### src/gtmd_pkg.sv
`default_nettype none

package gtmd_pkg;

  // Sequencer states, one-hot
  typedef enum logic [19:0] {
    ST_IDLE    = 20'h00001,
    ST_SQ_M    = 20'h00002,
    ST_SQ_A    = 20'h00004,
    ST_FLT_M   = 20'h00008,
    ST_FLT_A   = 20'h00010,
    ST_LIN_M   = 20'h00020,
    ST_LIN_A   = 20'h00040,
    ST_UPCHK   = 20'h00080,
    ST_DIV     = 20'h00100,
    ST_SQRT    = 20'h00200,
    ST_SQ_DONE = 20'h00400,
    ST_IDX_M   = 20'h00800,
    ST_IDX_A   = 20'h01000,
    ST_K_M     = 20'h02000,
    ST_K_A     = 20'h04000,
    ST_CORD    = 20'h08000,
    ST_TILT    = 20'h10000,
    ST_MOT_M   = 20'h20000,
    ST_MOT_A   = 20'h40000,
    ST_DONE    = 20'h80000
  } state_e;

  // Consumer of the square-root result
  typedef enum logic [1:0] {
    JOB_UP   = 2'd0,
    JOB_ACOS = 2'd1,
    JOB_LIN  = 2'd2,
    JOB_GYR  = 2'd3
  } sq_job_e;

  localparam int CFG_IDX_W = 3;
  localparam logic [CFG_IDX_W-1:0] REG_FILTER_WEIGHT    = 3'd0;
  localparam logic [CFG_IDX_W-1:0] REG_GATE_LOW         = 3'd1;
  localparam logic [CFG_IDX_W-1:0] REG_GATE_HIGH        = 3'd2;
  localparam logic [CFG_IDX_W-1:0] REG_GYRO_WEIGHT      = 3'd3;
  localparam logic [CFG_IDX_W-1:0] REG_MOTION_THRESHOLD = 3'd4;

  localparam logic [15:0] RST_FILTER_WEIGHT    = 16'd19661;
  localparam logic [15:0] RST_GATE_LOW         = 16'd1638;
  localparam logic [15:0] RST_GATE_HIGH        = 16'd2458;
  localparam logic [7:0]  RST_GYRO_WEIGHT      = 8'd10;
  localparam logic [31:0] RST_MOTION_THRESHOLD = 32'd2048;

  localparam int CORDIC_STEPS = 18;
  localparam int DIV_STEPS    = 28;
  localparam int SQRT_STEPS   = 30;

  // atan(2^-i) in 1/64 degree, Q16
  localparam logic signed [31:0] ATAN_Q16 [CORDIC_STEPS] = '{
    32'sd188743680, 32'sd111421900, 32'sd58872272, 32'sd29884485,
    32'sd15000234,  32'sd7507429,   32'sd3754631,  32'sd1877430,
    32'sd938729,    32'sd469366,    32'sd234683,   32'sd117342,
    32'sd58671,     32'sd29335,     32'sd14668,    32'sd7334,
    32'sd3667,      32'sd1833
  };

  localparam logic signed [31:0] TILT_MAX_Q16 = 32'sd377487360;
  localparam logic [36:0]        SMALL_G_LIM  = 37'd1048576;
  localparam logic signed [15:0] UP_ONE       = 16'sd16384;

endpackage

`default_nettype wire

### src/gravity_tilt_motion_detector_top.sv
`default_nettype none
// Gravity tilt and motion detector.
// Input channel (in_valid_i / in_stall_o): one accel + gyro sample per transfer.
// Output channel (out_valid_o / out_stall_i): one result per sample: gravity
// estimate, linear accel, normalised up vector, tilt and motion level.
// Config channel (cfg_valid_i / cfg_ready_o): register index and data; ready
// is always high, indexes beyond four are dropped.
// One sample is worked at a time by a sequencer around one shared multiplier,
// a restoring divider and a square-root unit that each produce one result bit
// (one root bit) per cycle, plus an 18 step CORDIC for the arccosine.
// The three 28 step divisions and six 30 step square roots dominate the work;
// when the up vector falls back to default, the divisions and three of the
// square roots are skipped, and a filter update adds its own multiply steps.
// The next sample is taken once the result sits in the output register, so
// a new sample is not accepted while the previous one is being worked.
// Reset loads the register defaults, clears the gravity estimate and marks the
// next sample as the first. While the receiver stalls, the result is held in
// the output register and work continues up to the final load, which waits.

module gravity_tilt_motion_detector_top #(
  parameter int ACOS_TABLE_DEPTH = 1024
) (
  input  wire                                  clk_i,
  input  wire                                  rst_ni,
  input  wire                                  in_valid_i,
  output logic                                 in_stall_o,
  input  wire  signed [15:0]                   accel_x_i,
  input  wire  signed [15:0]                   accel_y_i,
  input  wire  signed [15:0]                   accel_z_i,
  input  wire  signed [15:0]                   rate_x_i,
  input  wire  signed [15:0]                   rate_y_i,
  input  wire  signed [15:0]                   rate_z_i,
  output logic                                 out_valid_o,
  input  wire                                  out_stall_i,
  output logic signed [15:0]                   grav_x_o,
  output logic signed [15:0]                   grav_y_o,
  output logic signed [15:0]                   grav_z_o,
  output logic signed [16:0]                   lin_x_o,
  output logic signed [16:0]                   lin_y_o,
  output logic signed [16:0]                   lin_z_o,
  output logic signed [15:0]                   up_x_o,
  output logic signed [15:0]                   up_y_o,
  output logic signed [15:0]                   up_z_o,
  output logic [12:0]                          tilt_o,
  output logic [31:0]                          motion_level_o,
  output logic                                 moving_o,
  input  wire                                  cfg_valid_i,
  output logic                                 cfg_ready_o,
  input  wire  [gtmd_pkg::CFG_IDX_W-1:0]       cfg_index_i,
  input  wire  [31:0]                          cfg_data_i
);
  import gtmd_pkg::*;

  // Arccosine index range follows the table depth
  localparam int          KW  = $clog2(ACOS_TABLE_DEPTH);
  localparam int          DM1 = ACOS_TABLE_DEPTH - 1;
  localparam logic [27:0] NSQ = 28'(DM1 * DM1);

  // Configuration registers
  logic [15:0] cfg_w_q, cfg_gl_q, cfg_gh_q;
  logic [7:0]  cfg_gw_q;
  logic [31:0] cfg_thr_q;

  assign cfg_ready_o = 1'b1;

  always_ff @(posedge clk_i or negedge rst_ni) begin
    if (!rst_ni) begin
      cfg_w_q   <= RST_FILTER_WEIGHT;
      cfg_gl_q  <= RST_GATE_LOW;
      cfg_gh_q  <= RST_GATE_HIGH;
      cfg_gw_q  <= RST_GYRO_WEIGHT;
      cfg_thr_q <= RST_MOTION_THRESHOLD;
    end else if (cfg_valid_i) begin
      unique case (cfg_index_i)
        REG_FILTER_WEIGHT:    cfg_w_q   <= cfg_data_i[15:0];
        REG_GATE_LOW:         cfg_gl_q  <= cfg_data_i[15:0];
        REG_GATE_HIGH:        cfg_gh_q  <= cfg_data_i[15:0];
        REG_GYRO_WEIGHT:      cfg_gw_q  <= cfg_data_i[7:0];
        REG_MOTION_THRESHOLD: cfg_thr_q <= cfg_data_i;
        default: ;  // drop writes beyond the register list
      endcase
    end
  end

  // Control state
  state_e     state_q, state_d;
  logic [2:0] i_q, i_d;          // loop index over axes / square operands
  logic [4:0] cnt_q, cnt_d;      // step counter of the iterative units
  sq_job_e    job_q, job_d;
  logic       first_q, first_d;
  logic       ovalid_q, ovalid_d;

  // Sample and estimate
  logic signed [15:0] a_q [3];
  logic signed [15:0] a_d [3];
  logic signed [15:0] r_q [3];
  logic signed [15:0] r_d [3];
  logic signed [15:0] g_q [3];
  logic signed [15:0] g_d [3];
  logic signed [16:0] lin_q [3];
  logic signed [16:0] lin_d [3];
  logic signed [15:0] up_q [3];
  logic signed [15:0] up_d [3];
  logic [31:0]        gsq_q [3];
  logic [31:0]        gsq_d [3];

  // Sums of squares and gate bounds
  logic [31:0] sacc_q, sacc_d, srate_q, srate_d, sgrav_q, sgrav_d;
  logic [33:0] slin_q, slin_d;
  logic [31:0] lo2_q, lo2_d;

  // Shared multiplier
  logic signed [24:0] mul_a, mul_b;
  logic signed [49:0] prod_q;

  // Divider
  logic [31:0] rem_q, rem_d;
  logic [28:0] quo_q, quo_d;

  // Square-root unit
  logic [59:0] sq_in_q, sq_in_d;
  logic [29:0] sq_root_q, sq_root_d;
  logic [33:0] sq_rem_q, sq_rem_d;

  // CORDIC and results
  logic [KW-1:0]      k_q, k_d;
  logic signed [32:0] cx_q, cx_d, cy_q, cy_d;
  logic signed [31:0] cz_q, cz_d;
  logic [12:0]        tilt_q, tilt_d;
  logic [16:0]        lmag_q, lmag_d;
  logic [22:0]        gmag_q, gmag_d;
  logic [31:0]        mot_q, mot_d;

  // Output register
  logic signed [15:0] og_q [3];
  logic signed [15:0] og_d [3];
  logic signed [16:0] olin_q [3];
  logic signed [16:0] olin_d [3];
  logic signed [15:0] oup_q [3];
  logic signed [15:0] oup_d [3];
  logic [12:0]        otilt_q, otilt_d;
  logic [31:0]        omot_q, omot_d;
  logic               omov_q, omov_d;

  // Datapath terms shared by several states
  logic [1:0]         ax_c, ax_start;
  logic signed [16:0] diff_c;
  logic [31:0]        gsq_sel;
  logic               div_ge;
  logic [32:0]        div_r2;
  logic               div_take;
  logic [28:0]        quo_n;
  logic [33:0]        sq_rem_n, sq_trial;
  logic               sq_take;
  logic [29:0]        sq_root_n;
  logic signed [32:0] cx_s, cy_s;
  logic signed [31:0] atan_c;
  logic [36:0]        g25;
  logic [14:0]        uz;
  logic [28:0]        ixw;
  logic signed [49:0] flt_t;
  logic signed [31:0] tz, tr;
  logic [32:0]        msum;

  always_comb begin
    if (i_q < 3'd3) begin
      ax_c = i_q[1:0];
    end else if (i_q < 3'd6) begin
      ax_c = 2'(i_q - 3'd3);
    end else begin
      ax_c = 2'd0;
    end
    ax_start = (state_q == ST_UPCHK || ax_c == 2'd2) ? 2'd0 : 2'(ax_c + 2'd1);
    diff_c   = {a_q[ax_c][15], a_q[ax_c]} - {g_q[ax_c][15], g_q[ax_c]};
    gsq_sel  = gsq_q[ax_start];
    div_ge   = (gsq_sel >= sgrav_q);
    div_r2   = {rem_q, 1'b0};
    div_take = (div_r2 >= {1'b0, sgrav_q});
    quo_n    = {quo_q[27:0], div_take};
    sq_rem_n  = {sq_rem_q[31:0], sq_in_q[59:58]};
    sq_trial  = {2'b00, sq_root_q, 2'b01};
    sq_take   = (sq_rem_n >= sq_trial);
    sq_root_n = {sq_root_q[28:0], sq_take};
    cx_s   = cx_q >>> cnt_q;
    cy_s   = cy_q >>> cnt_q;
    atan_c = (cnt_q < 5'(CORDIC_STEPS)) ? ATAN_Q16[cnt_q] : 32'sd0;
    g25    = {1'b0, sgrav_q, 4'b0} + {2'b0, sgrav_q, 3'b0} + {5'b0, sgrav_q};
    uz     = up_q[2][15] ? 15'(-up_q[2]) : up_q[2][14:0];
    ixw    = prod_q[28:0] + 29'd8192;
    flt_t  = prod_q + 50'sd32768;
    if (cz_q < 32'sd0) begin
      tz = 32'sd0;
    end else if (cz_q > TILT_MAX_Q16) begin
      tz = TILT_MAX_Q16;
    end else begin
      tz = cz_q;
    end
    tr   = tz + 32'sd32768;
    msum = {16'b0, lmag_q} + prod_q[32:0];
  end

  // Multiplier operand select
  always_comb begin
    mul_a = 25'sd0;
    mul_b = 25'sd0;
    unique case (state_q)
      ST_SQ_M: begin
        case (i_q)
          3'd0, 3'd1, 3'd2: mul_a = 25'(a_q[ax_c]);
          3'd3, 3'd4, 3'd5: mul_a = 25'(r_q[ax_c]);
          3'd6:             mul_a = {9'b0, cfg_gl_q};
          default:          mul_a = {9'b0, cfg_gh_q};
        endcase
        mul_b = mul_a;
      end
      ST_FLT_M: begin
        mul_a = 25'(diff_c);
        mul_b = {9'b0, cfg_w_q};
      end
      ST_LIN_M: begin
        mul_a = (i_q < 3'd3) ? 25'(diff_c) : 25'(g_q[ax_c]);
        mul_b = mul_a;
      end
      ST_IDX_M: begin
        mul_a = {10'b0, uz};
        mul_b = 25'(DM1);
      end
      ST_K_M: begin
        mul_a = {{(25-KW){1'b0}}, k_q};
        mul_b = mul_a;
      end
      ST_MOT_M: begin
        mul_a = {17'b0, cfg_gw_q};
        mul_b = {2'b0, gmag_q};
      end
      default: ;
    endcase
  end

  always_ff @(posedge clk_i) begin
    prod_q <= mul_a * mul_b;
  end

  // Sequencer
  always_comb begin
    state_d   = state_q;
    i_d       = i_q;
    cnt_d     = cnt_q;
    job_d     = job_q;
    first_d   = first_q;
    ovalid_d  = ovalid_q;
    a_d       = a_q;
    r_d       = r_q;
    g_d       = g_q;
    lin_d     = lin_q;
    up_d      = up_q;
    gsq_d     = gsq_q;
    sacc_d    = sacc_q;
    srate_d   = srate_q;
    sgrav_d   = sgrav_q;
    slin_d    = slin_q;
    lo2_d     = lo2_q;
    rem_d     = rem_q;
    quo_d     = quo_q;
    sq_in_d   = sq_in_q;
    sq_root_d = sq_root_q;
    sq_rem_d  = sq_rem_q;
    k_d       = k_q;
    cx_d      = cx_q;
    cy_d      = cy_q;
    cz_d      = cz_q;
    tilt_d    = tilt_q;
    lmag_d    = lmag_q;
    gmag_d    = gmag_q;
    mot_d     = mot_q;
    og_d      = og_q;
    olin_d    = olin_q;
    oup_d     = oup_q;
    otilt_d   = otilt_q;
    omot_d    = omot_q;
    omov_d    = omov_q;

    // drop the result once it is taken
    if (ovalid_q && !out_stall_i) begin
      ovalid_d = 1'b0;
    end

    unique case (state_q)
      ST_IDLE: begin
        if (in_valid_i) begin
          a_d     = '{accel_x_i, accel_y_i, accel_z_i};
          r_d     = '{rate_x_i, rate_y_i, rate_z_i};
          sacc_d  = '0;
          srate_d = '0;
          sgrav_d = '0;
          slin_d  = '0;
          i_d     = 3'd0;
          state_d = ST_SQ_M;
        end
      end
      ST_SQ_M: state_d = ST_SQ_A;
      ST_SQ_A: begin
        case (i_q)
          3'd0, 3'd1, 3'd2: sacc_d  = sacc_q + prod_q[31:0];
          3'd3, 3'd4, 3'd5: srate_d = srate_q + prod_q[31:0];
          3'd6:             lo2_d   = prod_q[31:0];
          default: ;
        endcase
        if (i_q == 3'd7) begin
          i_d = 3'd0;
          if (first_q) begin
            g_d     = a_q;
            first_d = 1'b0;
            state_d = ST_LIN_M;
          end else if (sacc_q > lo2_q && sacc_q < prod_q[31:0]) begin
            state_d = ST_FLT_M;
          end else begin
            state_d = ST_LIN_M;
          end
        end else begin
          i_d     = i_q + 3'd1;
          state_d = ST_SQ_M;
        end
      end
      ST_FLT_M: state_d = ST_FLT_A;
      ST_FLT_A: begin
        g_d[ax_c] = g_q[ax_c] + $signed(flt_t[31:16]);
        if (i_q == 3'd2) begin
          i_d     = 3'd0;
          state_d = ST_LIN_M;
        end else begin
          i_d     = i_q + 3'd1;
          state_d = ST_FLT_M;
        end
      end
      ST_LIN_M: begin
        if (i_q < 3'd3) begin
          lin_d[ax_c] = diff_c;
        end
        state_d = ST_LIN_A;
      end
      ST_LIN_A: begin
        if (i_q < 3'd3) begin
          slin_d = slin_q + prod_q[33:0];
        end else begin
          sgrav_d     = sgrav_q + prod_q[31:0];
          gsq_d[ax_c] = prod_q[31:0];
        end
        if (i_q == 3'd5) begin
          i_d     = 3'd0;
          state_d = ST_UPCHK;
        end else begin
          i_d     = i_q + 3'd1;
          state_d = ST_LIN_M;
        end
      end
      ST_UPCHK: begin
        if (g25 > SMALL_G_LIM) begin
          rem_d   = div_ge ? gsq_sel - sgrav_q : gsq_sel;
          quo_d   = {28'b0, div_ge};
          cnt_d   = '0;
          state_d = ST_DIV;
        end else begin
          up_d    = '{16'sd0, 16'sd0, UP_ONE};
          state_d = ST_IDX_M;
        end
      end
      ST_DIV: begin
        rem_d = div_take ? 32'(div_r2 - {1'b0, sgrav_q}) : div_r2[31:0];
        quo_d = quo_n;
        cnt_d = cnt_q + 5'd1;
        if (cnt_q == 5'(DIV_STEPS - 1)) begin
          sq_in_d   = {31'b0, quo_n};
          sq_root_d = '0;
          sq_rem_d  = '0;
          cnt_d     = '0;
          job_d     = JOB_UP;
          state_d   = ST_SQRT;
        end
      end
      ST_SQRT: begin
        sq_rem_d  = sq_take ? sq_rem_n - sq_trial : sq_rem_n;
        sq_root_d = sq_root_n;
        sq_in_d   = {sq_in_q[57:0], 2'b00};
        cnt_d     = cnt_q + 5'd1;
        if (cnt_q == 5'(SQRT_STEPS - 1)) begin
          state_d = ST_SQ_DONE;
        end
      end
      ST_SQ_DONE: begin
        unique case (job_q)
          JOB_UP: begin
            up_d[ax_c] = g_q[ax_c][15] ? 16'sd0 - $signed(sq_root_q[15:0])
                                       : $signed(sq_root_q[15:0]);
            if (i_q == 3'd2) begin
              i_d     = 3'd0;
              state_d = ST_IDX_M;
            end else begin
              i_d     = i_q + 3'd1;
              rem_d   = div_ge ? gsq_sel - sgrav_q : gsq_sel;
              quo_d   = {28'b0, div_ge};
              cnt_d   = '0;
              state_d = ST_DIV;
            end
          end
          JOB_ACOS: begin
            cx_d    = $signed({3'b0, 15'(k_q), 15'b0});
            cy_d    = $signed({3'b0, sq_root_q});
            cz_d    = 32'sd0;
            cnt_d   = '0;
            state_d = ST_CORD;
          end
          JOB_LIN: begin
            lmag_d    = sq_root_q[16:0];
            sq_in_d   = {14'b0, srate_q, 14'b0};
            sq_root_d = '0;
            sq_rem_d  = '0;
            cnt_d     = '0;
            job_d     = JOB_GYR;
            state_d   = ST_SQRT;
          end
          default: begin
            gmag_d  = sq_root_q[22:0];
            state_d = ST_MOT_M;
          end
        endcase
      end
      ST_IDX_M: state_d = ST_IDX_A;
      ST_IDX_A: begin
        if (ixw[28:14] > 15'(DM1)) begin
          k_d = KW'(DM1);
        end else begin
          k_d = ixw[KW+13:14];
        end
        state_d = ST_K_M;
      end
      ST_K_M: state_d = ST_K_A;
      ST_K_A: begin
        sq_in_d   = {2'b00, NSQ - prod_q[27:0], 30'b0};
        sq_root_d = '0;
        sq_rem_d  = '0;
        cnt_d     = '0;
        job_d     = JOB_ACOS;
        state_d   = ST_SQRT;
      end
      ST_CORD: begin
        if (cy_q > 33'sd0) begin
          cx_d = cx_q + cy_s;
          cy_d = cy_q - cx_s;
          cz_d = cz_q + atan_c;
        end else begin
          cx_d = cx_q - cy_s;
          cy_d = cy_q + cx_s;
          cz_d = cz_q - atan_c;
        end
        cnt_d = cnt_q + 5'd1;
        if (cnt_q == 5'(CORDIC_STEPS - 1)) begin
          state_d = ST_TILT;
        end
      end
      ST_TILT: begin
        tilt_d    = tr[28:16];
        sq_in_d   = {26'b0, slin_q};
        sq_root_d = '0;
        sq_rem_d  = '0;
        cnt_d     = '0;
        job_d     = JOB_LIN;
        state_d   = ST_SQRT;
      end
      ST_MOT_M: state_d = ST_MOT_A;
      ST_MOT_A: begin
        mot_d   = msum[32] ? 32'hFFFF_FFFF : msum[31:0];
        state_d = ST_DONE;
      end
      ST_DONE: begin
        // hold until the output register is free
        if (!ovalid_q || !out_stall_i) begin
          og_d     = g_q;
          olin_d   = lin_q;
          oup_d    = up_q;
          otilt_d  = tilt_q;
          omot_d   = mot_q;
          omov_d   = (mot_q > cfg_thr_q);
          ovalid_d = 1'b1;
          state_d  = ST_IDLE;
        end
      end
      default: state_d = ST_IDLE;
    endcase
  end

  always_ff @(posedge clk_i or negedge rst_ni) begin
    if (!rst_ni) begin
      state_q  <= ST_IDLE;
      i_q      <= '0;
      cnt_q    <= '0;
      job_q    <= JOB_UP;
      first_q  <= 1'b1;
      ovalid_q <= 1'b0;
      g_q      <= '{16'sd0, 16'sd0, 16'sd0};
    end else begin
      state_q  <= state_d;
      i_q      <= i_d;
      cnt_q    <= cnt_d;
      job_q    <= job_d;
      first_q  <= first_d;
      ovalid_q <= ovalid_d;
      g_q      <= g_d;
    end
  end

  always_ff @(posedge clk_i) begin
    a_q       <= a_d;
    r_q       <= r_d;
    lin_q     <= lin_d;
    up_q      <= up_d;
    gsq_q     <= gsq_d;
    sacc_q    <= sacc_d;
    srate_q   <= srate_d;
    sgrav_q   <= sgrav_d;
    slin_q    <= slin_d;
    lo2_q     <= lo2_d;
    rem_q     <= rem_d;
    quo_q     <= quo_d;
    sq_in_q   <= sq_in_d;
    sq_root_q <= sq_root_d;
    sq_rem_q  <= sq_rem_d;
    k_q       <= k_d;
    cx_q      <= cx_d;
    cy_q      <= cy_d;
    cz_q      <= cz_d;
    tilt_q    <= tilt_d;
    lmag_q    <= lmag_d;
    gmag_q    <= gmag_d;
    mot_q     <= mot_d;
    og_q      <= og_d;
    olin_q    <= olin_d;
    oup_q     <= oup_d;
    otilt_q   <= otilt_d;
    omot_q    <= omot_d;
    omov_q    <= omov_d;
  end

  assign in_stall_o     = (state_q != ST_IDLE);
  assign out_valid_o    = ovalid_q;
  assign grav_x_o       = og_q[0];
  assign grav_y_o       = og_q[1];
  assign grav_z_o       = og_q[2];
  assign lin_x_o        = olin_q[0];
  assign lin_y_o        = olin_q[1];
  assign lin_z_o        = olin_q[2];
  assign up_x_o         = oup_q[0];
  assign up_y_o         = oup_q[1];
  assign up_z_o         = oup_q[2];
  assign tilt_o         = otilt_q;
  assign motion_level_o = omot_q;
  assign moving_o       = omov_q;

  // A transfer in starts the sequencer, which stalls the input next cycle
  a_accept_busy: assert property (@(posedge clk_i) disable iff (!rst_ni)
    in_valid_i && !in_stall_o |=> in_stall_o)
    else $error("input not stalled after transfer");

  // Divider remainder stays below the divisor
  a_div_rem: assert property (@(posedge clk_i) disable iff (!rst_ni)
    state_q == ST_DIV |-> rem_q < sgrav_q)
    else $error("divider remainder out of range");

  // Tilt never exceeds a right angle
  a_tilt_range: assert property (@(posedge clk_i) disable iff (!rst_ni)
    out_valid_o |-> tilt_o <= 13'd5760)
    else $error("tilt out of range");

endmodule

`default_nettype wire

### config.mk
export PLATFORM = sky130hd
export DESIGN_NAME = gravity_tilt_motion_detector_top
export DESIGN_NICKNAME = d
export VERILOG_FILES = /design/src/gtmd_pkg.sv /design/src/gravity_tilt_motion_detector_top.sv
export SDC_FILE = /design/constraint.sdc
export NUM_CORES = 2
export LEC_CHECK = 0
export ABC_CLOCK_PERIOD_IN_PS = 25300
export BUFFER_PORTS_ARGS = -buffer_cell sky130_fd_sc_hd__buf_2
export CELL_PAD_IN_SITES_DETAIL_PLACEMENT = 1
export CELL_PAD_IN_SITES_GLOBAL_PLACEMENT = 2
export CORE_MARGIN = 4
export CORE_UTILIZATION = 40
export CTS_CLUSTER_DIAMETER = 50
export CTS_CLUSTER_SIZE = 16
export DETAILED_ROUTE_END_ITERATION = 12
export HOLD_SLACK_MARGIN = 0.03
export PLACE_DENSITY_LB_ADDON = 0.1
export SKIP_LAST_GASP = 1
export SYNTH_ARGS = -nofsm -noshare
export SYNTH_HDL_FRONTEND = slang
export SYNTH_SLANG_ARGS = --single-unit
### constraint.sdc
create_clock -name clk_i -period 25.3 [get_ports clk_i]
set_clock_uncertainty 0.05 [all_clocks]
set_input_delay 2.53 -clock clk_i [delete_from_list [all_inputs] [get_ports clk_i]]
set_output_delay 2.53 -clock clk_i [all_outputs]
set_load 0.01 [all_outputs]
=== After elaboration in Yosys (flattened, before gate mapping) ===
Memory sizes are Yosys's and may differ from the RTL's.
Cells that the tools add are included.

* Memory bits (read-only): 1024
* Latch bits: 0
* Output and inout bits: 196
* Register bits: 1223
* Memories: 1
* Memory bits (writable): 0

{| class="wikitable"
|+ Memories
! memory !! words !! bits a word !! rd ports !! clocked after Yosys merged registers in !! wr ports !! line !! source
|-
| (no name shown) || 32 || 32 || 1 || 0 || 0 || gravity_tilt_motion_detector_top.sv:186 || <nowiki>atan_c = (cnt_q < 5'(CORDIC_STEPS)) ? ATAN_Q16[cnt_q] : 32'sd0;</nowiki>
|}

* Shift-type cells: 2
* Eq/ne operators: 57
* Bitwise gates (word level): 5
* $mul: 1
* Order comparisons: 18
* Multiplexer cells: 112
* Div/mod/pow operators: 0
* Add/subtract/negate cells: 28
* Reduce and logical (&&, ||, !) cells: 54

{| class="wikitable"
|+ Operators by type and width
! kind !! count
|-
| 32-bit 2-to-1 mux || 20
|-
| 20-bit one-hot mux with 19 select lines || 1
|-
| 25-bit one-hot mux with 6 select lines || 2
|-
| 60-bit one-hot mux with 5 select lines || 1
|-
| 32-bit one-hot mux with 2 select lines || 4
|-
| 48-bit 2-to-1 mux || 4
|-
| 48-bit one-hot mux with 2 select lines || 2
|-
| 33-bit 2-to-1 mux || 4
|-
| 33-bit one-hot mux with 2 select lines || 2
|-
| 32-bit adder || 4
|-
| 16-bit 2-to-1 mux || 8
|-
| 32-bit one-hot mux with 4 select lines || 1
|-
| 32-bit subtractor || 4
|-
| 20-bit 2-to-1 mux || 6
|-
| 60-bit 2-to-1 mux || 2
|-
| 30-bit one-hot mux with 4 select lines || 1
|-
| 16-bit binary-select mux with 2-bit select || 3
|-
| 48-bit bitwise mux || 2
|-
| 96-bit bitwise mux || 1
|-
| 32-bit one-hot mux with 3 select lines || 1
|-
| 28-bit 2-to-1 mux || 3
|-
| 28-bit one-hot mux with 3 select lines || 1
|-
| 25-bit one-hot mux with 3 select lines || 1
|-
| 34-bit 2-to-1 mux || 2
|-
| 107 further kinds || 197
|}

=== Depth between registers and ports, before layout ===
* Word-level depth: 15
* Depth in mapped cells: 57
* Mapped depth without buffers: 50

=== Worst setup path before layout ===
Ideal clock, no wire load.

* Kind: input port to flip-flop
* Start: in out_stall_i
* End: reg og_q, in the netlist grav_x_o[0] (enable)
* Arrival time: 11583 ps
* Setup slack: 12857 ps
* Path buffers: 0
* Stages: 1
* Cell sequence: a21oi_1

* Word-level cells in the longest chain between the ends: 3

{| class="wikitable"
|+ Ends and longest elaborated chain
! element !! line !! source
|-
| start, declared || gravity_tilt_motion_detector_top.sv:34 || <nowiki>input wire out_stall_i,</nowiki>
|-
| 1-bit logical NOT || gravity_tilt_motion_detector_top.sv:477 || <nowiki>if (!ovalid_q || !out_stall_i) begin</nowiki>
|-
| 1-bit logical OR || gravity_tilt_motion_detector_top.sv:477 ||
|-
| 2-bit AND reduction (no source line) || n/a ||
|-
| end signal, assigned || gravity_tilt_motion_detector_top.sv:536 || <nowiki>og_q <= og_d;</nowiki>
|-
| end, declared || gravity_tilt_motion_detector_top.sv:135 || <nowiki>logic signed [15:0] og_q [3];</nowiki>
|}

No other way between the ends.
A chain may end at the register's enable or synchronous reset.

=== Worst setup path in the final report ===
* Start: reg i_q[0]
* End: reg prod_q[33]

* Word-level cells in the longest chain between the ends: 11
* Elaborated cells on any way between the ends: 30
* Classes of those cells: add/sub: 2; mul: 1; order compare: 2; eq/ne: 6; mux: 15; bitwise: 1; reduce/logical: 3

{| class="wikitable"
|+ Ends and longest elaborated chain
! element !! line !! source
|-
| start, declared || gravity_tilt_motion_detector_top.sv:87 || <nowiki>logic [2:0] i_q, i_d;</nowiki>
|-
| start signal, assigned || gravity_tilt_motion_detector_top.sv:503 || <nowiki>i_q <= i_d;</nowiki>
|-
| 3-bit less-than comparator or 2-bit subtractor (tied branches) || gravity_tilt_motion_detector_top.sv:168, gravity_tilt_motion_detector_top.sv:169 ||
|-
| 2-bit 2-to-1 mux || gravity_tilt_motion_detector_top.sv:168 || <nowiki>end else if (i_q < 3'd6) begin</nowiki>
|-
| 2-bit 2-to-1 mux * || gravity_tilt_motion_detector_top.sv:166 || <nowiki>if (i_q < 3'd3) begin</nowiki>
|-
| 2-bit NOT with 3-bit output (implied by the code) * || gravity_tilt_motion_detector_top.sv:174 || <nowiki>diff_c = {a_q[ax_c][15], a_q[ax_c]} - {g_q[ax_c][15], g_q[ax_c]};</nowiki>
|-
| 16-bit binary-select mux with 2-bit select || gravity_tilt_motion_detector_top.sv:174 ||
|-
| 16-bit 2-to-1 mux (implied by the code) (2 in a row) || gravity_tilt_motion_detector_top.sv:174 ||
|-
| 16-bit by 16-bit subtractor with 17-bit output * || gravity_tilt_motion_detector_top.sv:174 ||
|-
| via diff_c[16] || gravity_tilt_motion_detector_top.sv:147 || <nowiki>logic signed [16:0] diff_c;</nowiki>
|-
| 25-bit 2-to-1 mux || gravity_tilt_motion_detector_top.sv:221 || <nowiki>mul_a = (i_q < 3'd3) ? 25'(diff_c) : 25'(g_q[ax_c]);</nowiki>
|-
| 25-bit one-hot mux with 6 select lines || gravity_tilt_motion_detector_top.sv:206 || <nowiki>unique case (state_q)</nowiki>
|-
| 25-bit by 25-bit multiplier with 34-bit output * || gravity_tilt_motion_detector_top.sv:241 || <nowiki>prod_q <= mul_a * mul_b;</nowiki>
|-
| end signal, assigned || gravity_tilt_motion_detector_top.sv:241 ||
|-
| end, declared || gravity_tilt_motion_detector_top.sv:114 || <nowiki>logic signed [49:0] prod_q;</nowiki>
|}

Mark *: on every way through the listed nets, which the timed path passes. The rest lies on a longest branch. The select of a mux whose other input is x is not followed.

==> flow_summary_export.csv <==
group,metric,value,unit
clocking,clockBufferDepth,3,
logic_synthesis,yosys.area.top_type_share,0.340,
logic_synthesis,async_flop_share,0.137,
power,power,8.88,mW
sta,post-route-min-period,14.73,ns
job,maxCapViolations,0,
logic_synthesis,syn_area,90200,um^2
floorplanning,fp.coreArea,225000,um^2
sta,setup_viol,0,
setup_path,worstPathMaxFanout,43,
logic_synthesis,syn_nets,10300,
route,dr.first_iter.drc_count,5599,
floorplanning,initial_utilization,0.402,
grt,grt.total_usage,0.276,
final_layout,drive_gt1_frac,0.114,
sta,setup_tns,0,ns
logic_synthesis,netlist_top_cells_area,"edfxtp_1 34%, fa_1 9.5%, ha_1 8.9%",
setup_path,cpPeakStageDelay,0.91,ns
sta,worst_pin_slew,1.39,ns
logic_synthesis,synthFlopType,"edfxtp_1",
logic_synthesis,synth_edf_count,1021,
logic_synthesis,synth.distinct_cells,122,
logic_synthesis,synth-warning-count,0,
logic_synthesis,netlist_instances,9077,
clocking,numCtsBuffers,166,
clocking,clk_pin_slew,0.07,ns
clocking,clock-root-buffer,"clkbuf_16",
route,routed_via_density,5.73,
logic_synthesis,ys_seq_area_frac,0.394,
clocking,postCtsHoldBufs,0,
sta,slew_viol_final,0,
clocking,cts_sinks,1223,
setup_path,cp_data_required_time,25.87,ns
final_layout,area_delta_synth_final,12.7,%
sta,slew_headroom,0.0752,
place,place_congestion,0.923,
final_layout,nFillCells,25100,
route,drcViolationCount,0,
floorplanning,dieArea,233000,um^2
setup_path,slowest_stage,"dfrtp_1",
logic_synthesis,syn_avg_cell_area,9.94,um^2
setup_path,startpoint_type,"register",
route,wl,328,mm
logic_synthesis,ys_ff_latch,1223,
min_path,hp-class,"register to register",
grt,grt_antenna_before_repair,25,
power,vdd_drop_max,80.7,uV
floorplanning,fp-row-count,174,
route,vias,71700,
floorplanning,fp.dieH,483,um
grt,grt_pass1_vias,74500,
final_layout,fin_nets,10600,
route,first_pass_iters,6,
setup_path,path_class,"register to register",
route,ant_nets,0,
power,p_leak,41.5,nW
logic_synthesis,synth_area_leader_cell,"edfxtp_1",
floorplanning,num_io_pins,332,
place,io_buffers,330,
floorplanning,die_w,483,um
sta,period_share,0.582,
clocking,cts_tree,"yes",
clocking,htree_num_levels,4,
power,power_density,87.3,nW/um^2
grt,grt_max_degree,162,
clocking,postCtsSetupBuffers,0,
setup_path,crit_arrival,15.30,ns
status,status,"complete, no violations",
sta,hold_violations,0,
clocking,insertion_delay,0.85,ns
grt,grt_pass1_wl,486,mm
sta,max_freq,67.9,MHz
sta,rsz0062_at_grt,"no",
grt,grt-ovfl-total,0,
setup_path,crit_path_end_kind,"register",
route,avgRoutedWirePerCell,26.2,um
clocking,ctsResizeCount,0,
place,dpl.hpwl,249,mm
## cells by family after synthesis
kind of cell | share of synthesized area
multiplexers | 0.0335
buffers and inverters | 0.0576
AND/OR/NAND/NOR | 0.129
other | 0.0000416
AO/OA/AOI/OAI | 0.152
flip-flops | 0.394
XOR/XNOR | 0.0503
adder cells (fa/ha/maj) | 0.184
## routing by layer
metal  track usage  up-vias  routed length (um)
met5             0        -                  22
met4        0.0858        4               11100
met3        0.0311      413               16300
met2         0.451     1890              154000
met1         0.386    36800              147000
li1              -    32600                   -
## final timing paths
| check | startpoint | endpoint | slack, ns | cells after the start |
|---|---|---|---|---|
| setup / recovery | i_q[0] | prod_q[33] | 10.57 | 39 |
| setup reg to reg | i_q[0] | prod_q[33] | 10.57 | 39 |
| hold reg to reg | lin_q[30] | lin_y_o[13] | 0.32 | 0 |
| min in group asynchronous | rst_ni | cfg_thr_q[26] | 1.66 | 1 |
| hold / removal | lin_q[30] | lin_y_o[13] | 0.32 | 0 |
| max in group asynchronous | rst_ni | cfg_gw_q[2] | 21.48 | 3 |
## cell usage in the layout, fill, tap and decap left out, types with 128 or more instances in the layout
master / synthesis / layout
inv_1: 989 / 988
nor2_1: 861 / 859
dfrtp_1: 143 / 138
xnor2_1: 340 / 334
nand2_1: 880 / 879
a21oi_1: 567 / 559
clkbuf_16: 0 / 168
fa_1: 426 / 426
ha_1: 639 / 637
o21ai_0: 551 / 545
xor2_1: 171 / 171
a21o_1: 140 / 139
buf_2: 26 / 329
buf_4: 8 / 162
nor3_1: 133 / 128
edfxtp_1: 1021 / 1021
## cells in the mapped netlist (18+ instances only)
| master | instances |
|---|---|
| mux2i_1 | 78 |
| nor3b_1 | 30 |
| a21boi_0 | 43 |
| o211ai_1 | 40 |
| dfstp_2 | 25 |
| nand3_1 | 101 |
| nand3b_1 | 21 |
| ha_1 | 639 |
| nand2b_1 | 89 |
| dfxtp_1 | 34 |
| mux2_2 | 84 |
| xor2_1 | 171 |
| a22o_1 | 36 |
| o21a_1 | 81 |
| o31ai_1 | 35 |
| fa_1 | 426 |
| dfrtp_1 | 143 |
| buf_2 | 26 |
| a22oi_1 | 76 |
| a211oi_1 | 104 |
| a21oi_1 | 567 |
| nor4_1 | 39 |
| xnor2_1 | 340 |
| o22ai_1 | 22 |
| or2_2 | 21 |
| o21ai_0 | 551 |
| a222oi_1 | 50 |
| nor2_1 | 861 |
| nor2b_1 | 100 |
| nor3_1 | 133 |
| inv_1 | 989 |
| nand4_1 | 66 |
| edfxtp_1 | 1021 |
| a31oi_1 | 71 |
| or3_1 | 44 |
| o21ai_1 | 18 |
| and3_1 | 64 |
| buf_1 | 39 |
| mux4_2 | 56 |
| clkbuf_1 | 280 |
| o21bai_1 | 66 |
| a221oi_1 | 35 |
| and2_1 | 63 |
| nand2_1 | 880 |
| a21o_1 | 140 |
## metrics by stage
step | setup WS [ns] | std cells | area (um^2) | utilization | hold WS [ns]
CTS | 10.65 | 12500 | 102000 | 0.453 | 0.325
global route | 9.63 | 12500 | 102000 | 0.453 | 0.351
global placement | 11.21 | 12200 | 95700 | 0.426 | 0.352
detailed placement | 10.74 | 12200 | 95700 | 0.426 | 0.356
finish | 10.57 | 12500 | 102000 | 0.453 | 0.324
floorplan | 12.86 | 9077 | 90200 | - | 0.350
## layout make-up
| type | instances | area, um^2 | area share |
|---|---|---|---|
| multi-input combinational | 6500 | 49700 | 0.489 |
| sequential | 1223 | 35600 | 0.350 |
| clock buffer | 178 | 4240 | 0.0417 |
| tap | 2992 | 3740 | 0.0368 |
| inverter | 995 | 3740 | 0.0368 |
| timing repair buffer | 494 | 2900 | 0.0286 |
| clock inverter | 134 | 1720 | 0.0170 |
| antenna | 7 | 17.5 | 0.000172 |
## worst max-delay path: cells and delay by family (launching register included)
kind | cells | cell delay (ns)
fa+ha+maj | 10 | 5.21
compound gates | 12 | 4.33
simple gates | 5 | 1.76
buf+inv | 9 | 1.58
flops | 1 | 0.91
xor+xnor | 3 | 0.64
## state kept, by name, indices dropped and copies added, names as in the netlist, 23 cells and up
signal and flops:
lin_q 51, motion_level_o 32, quo_q 28, r_q 48, sacc_q 32, gsq_q 96, g_q 48, gmag_q 23
prod_q 34, cz_q 32, slin_q 34, sq_root_q 30, lo2_q 32, up_q 48, rem_q 32, cx_q 33
a_q 48, srate_q 32, cy_q 33, cfg_thr_q 32, sq_in_q 60, sq_rem_q 32, sgrav_q 32, mot_q 32
## report_power, final
group,internal (mW),switching (mW),leakage [nW]
Combinational,1.29,2.36,27.8
Sequential,2.52,0.220,10.8
Clock,1.40,1.09,2.83
(Power assumes the default switching activity.)
